--- src/btpc_pkg.sv ---
// Shared types and helpers for the barometric compensation block.
// No dependencies; imported by every module of the block except btpc_mul64.
`default_nettype none

package btpc_pkg;

  // Register indexes of the configuration port
  localparam int unsigned CfgIdxW = 3;
  localparam logic [CfgIdxW-1:0] REG_TEMP_COEFFS       = 3'd0;
  localparam logic [CfgIdxW-1:0] REG_PRESS_COEFFS_LOW  = 3'd1;
  localparam logic [CfgIdxW-1:0] REG_PRESS_COEFFS_HIGH = 3'd2;
  localparam logic [CfgIdxW-1:0] REG_PRESS_COEFF_LAST  = 3'd3;

  typedef struct packed {
    logic [19:0] raw_temperature;
    logic [19:0] raw_pressure;
  } in_t;

  typedef struct packed {
    logic signed [31:0] temperature_centi;
    logic signed [31:0] fine_temperature;
    logic [31:0]        pressure_q24_8;
  } out_t;

  // Calibration words, raw 16-bit fields
  typedef struct packed {
    logic [15:0] t1, t2, t3;
    logic [15:0] p1, p2, p3, p4, p5, p6, p7, p8, p9;
  } coef_t;

  // Work handed from the front end to the divider side
  typedef struct packed {
    logic [31:0] temp;
    logic [31:0] fine;
    logic [63:0] num;
    logic [63:0] den;
  } work_t;

  function automatic logic [63:0] sx16(input logic [15:0] v);
    return {{48{v[15]}}, v};
  endfunction

endpackage

`default_nettype wire

--- src/btpc_fifo.sv ---
// Small transaction queue between the front end and the divider side.
// Depends on btpc_pkg for the work item type.
`default_nettype none

module btpc_fifo #(
  parameter int unsigned Depth = 4
) (
  input  wire logic          clk_i,
  input  wire logic          rst_ni,
  input  wire logic          push_i,
  input  btpc_pkg::work_t    data_i,
  input  wire logic          pop_i,
  output btpc_pkg::work_t    data_o,
  output logic               full_o,
  output logic               empty_o
);
  import btpc_pkg::*;

  localparam int unsigned PtrW = (Depth > 1) ? $clog2(Depth) : 1;
  localparam int unsigned CntW = $clog2(Depth + 1);
  localparam logic [PtrW-1:0] LastPtr = PtrW'(Depth - 1);
  localparam logic [CntW-1:0] FullCnt = CntW'(Depth);

  work_t           mem_q [Depth];
  logic [PtrW-1:0] wr_q, wr_d, rd_q, rd_d;
  logic [CntW-1:0] cnt_q, cnt_d;

  assign full_o  = (cnt_q == FullCnt);
  assign empty_o = (cnt_q == '0);
  assign data_o  = mem_q[rd_q];

  // pointer and count update
  always_comb begin
    wr_d  = wr_q;
    rd_d  = rd_q;
    cnt_d = cnt_q;
    if (push_i) wr_d = (wr_q == LastPtr) ? '0 : wr_q + 1'b1;
    if (pop_i)  rd_d = (rd_q == LastPtr) ? '0 : rd_q + 1'b1;
    if (push_i && !pop_i) cnt_d = cnt_q + 1'b1;
    else if (!push_i && pop_i) cnt_d = cnt_q - 1'b1;
  end

  always_ff @(posedge clk_i or negedge rst_ni) begin
    if (!rst_ni) begin
      wr_q  <= '0;
      rd_q  <= '0;
      cnt_q <= '0;
    end else begin
      wr_q  <= wr_d;
      rd_q  <= rd_d;
      cnt_q <= cnt_d;
    end
  end

  always_ff @(posedge clk_i) begin
    if (push_i) mem_q[wr_q] <= data_i;
  end

  // fill level stays in range
  a_cnt_range: assert property (@(posedge clk_i) disable iff (!rst_ni)
    cnt_q <= FullCnt) else $error("queue count out of range");

  // fill level moves by at most one entry per cycle
  a_cnt_step: assert property (@(posedge clk_i) disable iff (!rst_ni)
    (cnt_q == $past(cnt_q)) || (cnt_q == $past(cnt_q) + 1'b1) ||
    (cnt_q == $past(cnt_q) - 1'b1)) else $error("queue count jumped");

  // an empty queue without a push stays empty
  a_empty_hold: assert property (@(posedge clk_i) disable iff (!rst_ni)
    (empty_o && !push_i) |=> empty_o) else $error("queue filled without push");

endmodule

`default_nettype wire

--- config.mk ---
export PLATFORM = sky130hd
export DESIGN_NAME = btpc_fifo
export DESIGN_NICKNAME = d
export VERILOG_FILES = /design/src/btpc_pkg.sv /design/src/btpc_fifo.sv
export SDC_FILE = /design/constraint.sdc
export NUM_CORES = 1
export LEC_CHECK = 0
export ABC_CLOCK_PERIOD_IN_PS = 7550
export BUFFER_PORTS_ARGS = -buffer_cell sky130_fd_sc_hd__buf_2
export CORE_MARGIN = 4
export CORE_UTILIZATION = 55
export DETAILED_ROUTE_END_ITERATION = 10
export GPL_TIMING_DRIVEN = 0
export PLACE_DENSITY = 0.77
export SYNTH_ARGS = -nofsm -noshare
export SYNTH_HDL_FRONTEND = slang
export SYNTH_SLANG_ARGS = --single-unit
export TNS_END_PERCENT = 30
--- constraint.sdc ---
create_clock -name clk_i -period 7.55 [get_ports clk_i]
set_input_delay 0.3775 -clock clk_i [delete_from_list [all_inputs] [get_ports clk_i]]
set_output_delay 0.3775 -clock clk_i [all_outputs]
set_load 0.005 [all_outputs]
# Yosys cells after proc, flatten, opt, wreduce, memory -nomap -nowiden
# Memory sizes are Yosys's and may differ from the RTL's.
# Cells that the tools add are included.
[classes]
addsub = 4
eq_ne = 3
muxes = 6
reduce_logical = 6
[op_table]
columns = ["op", "count"]
rows = [
  ["$mux 3", 2],
  ["$add 2x1->2 const B", 2],
  ["$eq 2x2->1 const B", 2],
  ["$mux 2", 2],
  ["$add 3x1->3 const B", 1],
  ["$eq 3x3->1 const B", 1],
  ["$logic_not 3->1", 1],
  ["$sub 3x1->3 const B", 1],
  ["$logic_and 1x1->1", 2],
  ["$logic_not 1->1", 2],
  ["$mux 1", 2],
  ["$reduce_bool 2->1", 1],
]
[word_totals]
register_bits = 7
wordCells = 23
in_bits = 196
memories = 1
ram_bits = 768
[memory_table]
columns = ["name", "words", "word_bits", "read_ports", "rd_ports_with_merged_regs", "wr", "line", "text"]
rows = [
  ["mem_q", 4, 192, 1, 0, 1, "btpc_fifo.sv:24", "work_t mem_q [Depth];"],
]

# Logic depth before layout (Yosys ltp)
[depth]
depth_word = 4
mapped_depth = 7

# Worst setup path after synthesis
# No wires, ideal clock.
[synth_path]
kind = "reg2reg"
from = "register wr_q[0]"
to = "memory mem_q[2][0] in the netlist's numbering (enable)"
path_buffers = 0
period_less_slack_ps = 5569
setup_time_ps = 575
arrival_time_ps = 4994
setup_slack_ps = 1981
path_stages_with_launch = 4
path_cell_list = "dfrtp_1 -> inv_1 -> ha_1 -> and2_1"
[synth_rtl]
columns = ["item", "line", "text"]
rows = [
  ["from (decl)", "btpc_fifo.sv:25", "logic [PtrW-1:0] wr_q, wr_d, rd_q, rd_d;"],
  ["from (signal assigned)", "btpc_fifo.sv:49", "wr_q <= wr_d;"],
  ["to (decl)", "btpc_fifo.sv:24", ""],
]
# No word-level cell before the write port.

==> results.json <==
{
  "vias": 13860,
  "grt_overflow_total": 0,
  "die_h_um": 234.2,
  "route.detailed.wl_per_inst_um": 26.06,
  "rsz0062_at_grt": "no",
  "die_area_um2": 54840,
  "maxCapViolCount": 0,
  "power.clock.fraction_pct": 27.8,
  "grt_usage_pct": 23.60,
  "synth_seq_cells": 775,
  "yosysTopAreaCell": "edfxtp_1",
  "clk_pin_slew_ps": 60,
  "switching_share_pct": 28.04,
  "tightest_slew_ps": 1008,
  "power.net_switching_uw": 3656,
  "intPower_uw": 9382,
  "synth_cell_type_count": 21,
  "numPortBuffers": 389,
  "yosys_warnings": 0,
  "synth_compound_area_share_pct": 0.03558,
  "drt_iter0_markers": 1202,
  "seqPwrFrac_pct": 43.6,
  "cts_buffers": 77,
  "yosys.area_share.simple_pct": 0.2001,
  "finalHoldViolCount": 0,
  "slew_viol_final": 0,
  "gr-usage-met3_pct": 7.592,
  "max_freq_ghz": 0.3165,
  "antenna_found_initial": 7,
  "vias_per_cell": 5.650,
  "cts_resized": 0,
  "nets": 1916,
  "final.period_utilization_pct": 41.85,
  "combPwrFrac_pct": 28.6,
  "critPathMaxFanout": 10,
  "crit_slowest_cell": "clkbuf_1",
  "relSlewSlack_pct": 32.79,
  "cts_tree": "built",
  "post-route-util_pct": 70.66,
  "io_pins": 390,
  "grt_use_met2_pct": 40.62,
  "finalNonFillerCells": 2453,
  "fp.dieW_um": 234.2,
  "row_count": 82,
  "syn_to_final_growth_pct": 26.52,
  "synthArstFlopShare_pct": 0.9032,
  "clockRootBuffer": "clkbuf_16",
  "fin_crit_ps": 3160,
  "routed_wl_um": 63930,
  "clock_latency_ps": 610,
  "p_leak_uw": 0.01230,
  "post-route-drc-count": 0,
  "synth.avg_cell_area_um2": 27.05,
  "setup.worst_path.start_class": "flop",
  "final_layout_size_suffix_gt1_share_pct": 41.68,
  "post-place-cells": 2113,
  "busiest_layer": "met2",
  "hpwlAfterDp_um": 35970,
  "status": "finished clean",
  "netlist_instances": 1040,
  "clockBufferDepth": 3,
  "cts.sinks": 775,
  "synth_top_cell_area_share_pct": 81.97,
  "use_met1_pct": 29.49,
  "cp.arrival_ps": 2780,
  "first_global_vias": 15030,
  "final.setup_skew_ps": 23.22,
  "endpoint_kind": "primary output",
  "synth.area.top_cells": "edfxtp_1 82%, mux4_2 15%, buf_6 0.72%",
  "grt_max_degree": 57,
  "crit_type": "reg2out",
  "cts_max_level": 3,
  "synthFlopType": "edfxtp_1",
  "firstDrtPassIters": 5,
  "power_density_nw_per_um2": 366.3,
  "slowest_delay_ps": 770,
  "hp-class": "in2reg",
  "start_util_pct": 55.85,
  "cp_cell_sequence": "clkbuf_1 > buf_2 > mux4_2 > buf_2",
  "yosysSeqAreaShare_pct": 82.59,
  "antenna_left": 0,
  "synth_xor_area_share_pct": 0.09339,
  "coreArea_um2": 50380,
  "synthAdderAreaFrac_pct": 0.3380,
  "gp_congestion": 0.7181,
  "synthMuxAreaShare_pct": 15.49,
  "setup_violations": 0,
  "crit_top_cell": "buf_2",
  "required_ps": 7170,
  "layout_commonest_cell": "edfxtp_1",
  "grt_pass1_wl_um": 95390,
  "layout_common_cells": "768 x edfxtp_1, 407 x buf_2, 193 x dlygate4sd3_1, 192 x mux4_2, 81 x clkbuf_16",
  "ir_drop_mv": 0.3076,
  "netlist_area_um2": 28140,
  "synth-edff-count": 768,
  "syn_nets": 1243,
  "synth_top_family_by_area": "multiplexers"
}
## Yosys cell counts, drive strengths merged, types with 2 or more instances
library cell / number
nor2: 3
clkbuf: 2
ha: 6
dfrtp: 7
edfxtp: 768
xor2: 2
nand2: 2
inv: 4
o21ai: 2
mux2: 3
mux4: 192
and2: 4
buf: 41
## cell families (layout without fill, tap and decap cells)
group	count (synthesis)	after routing
DFF	775	775
muxes	195	195
buffers and inverters	47	780
and+or+nand+nor	11	11
adders and majority gates	7	7
xor gates and xnor gates	3	3
AOI/OAI and AO/OA	2	2
other	0	8
## flip-flops by register name (all words and copies together) (netlist names)
register and count:
cnt_q 3, wr_q 2, rd_q 2, mem_q 768
## repair_timing
item | CTS | global route
hold buffers | 193 | 0
endpoints found under the hold margin | 775 | 0
setup buffers | 0 | 0
## layout make-up
class / instances / area, um^2
flip-flops and latches: 775 / 23240
fillers: 2847 / 14780
multi-input cells: 218 / 4556
repair buffers: 594 / 4209
clock buffers: 102 / 2106
well taps: 672 / 840.8
plain buffers: 43 / 337.8
clock inverters: 37 / 276.5
diodes: 8 / 20.02
inverters: 4 / 15.01
## metrics by stage
step	cell area, um^2	power [uW]	hold slack [ps]	TNS, ps	setup WS, ps
global placement	30920	9497	220.8	-1119000	-1510
floorplan	28140	7951	81.91	0	1981
finish	35600	13040	71.60	0	4390
CTS	35580	13090	27.87	0	4307
global route	35590	13610	57.27	0	4257
detailed placement	31260	9385	219.8	0	4967
## worst max-delay path, delay by kind of cell (launching register included)
family | cells | cell delay [ps]
flip-flops | 1 | 410
buffers and inverters | 3 | 1400
multiplexers | 1 | 370
## power by group through the flow
stage / logic, uW / registers (uW) / clock network [uW]
finish: 3730 / 5690 / 3620
global route: 4010 / 5730 / 3880
CTS: 3760 / 5680 / 3650
detailed placement: 3640 / 5750 / 0
global placement: 3510 / 5980 / 0
floorplan: 2110 / 5840 / 0
## path summary, 6_finish.rpt
check	endpoint	cells after the start	slack, ps	start
worst min-delay path	rd_q[0]	2	70	pop_i
worst min register to register	cnt_q[2]	1	510	cnt_q[2]
min in group asynchronous	cnt_q[0]	2	150	rst_ni
max in group asynchronous	wr_q[0]	2	7240	rst_ni
worst max register to register	mem_q[2][102]	5	5150	wr_q[0]
worst max-delay path	data_o[102]	4	4390	rd_q[1]
## routing by layer
metal | share of wire (%) | wire length [um]
met4 | 2.2 | 1394
met2 | 53 | 33850
met3 | 9.3 | 5918
met1 | 36 | 22760
met5 | 0.013 | 8
Power figures use the tool's default switching activity.
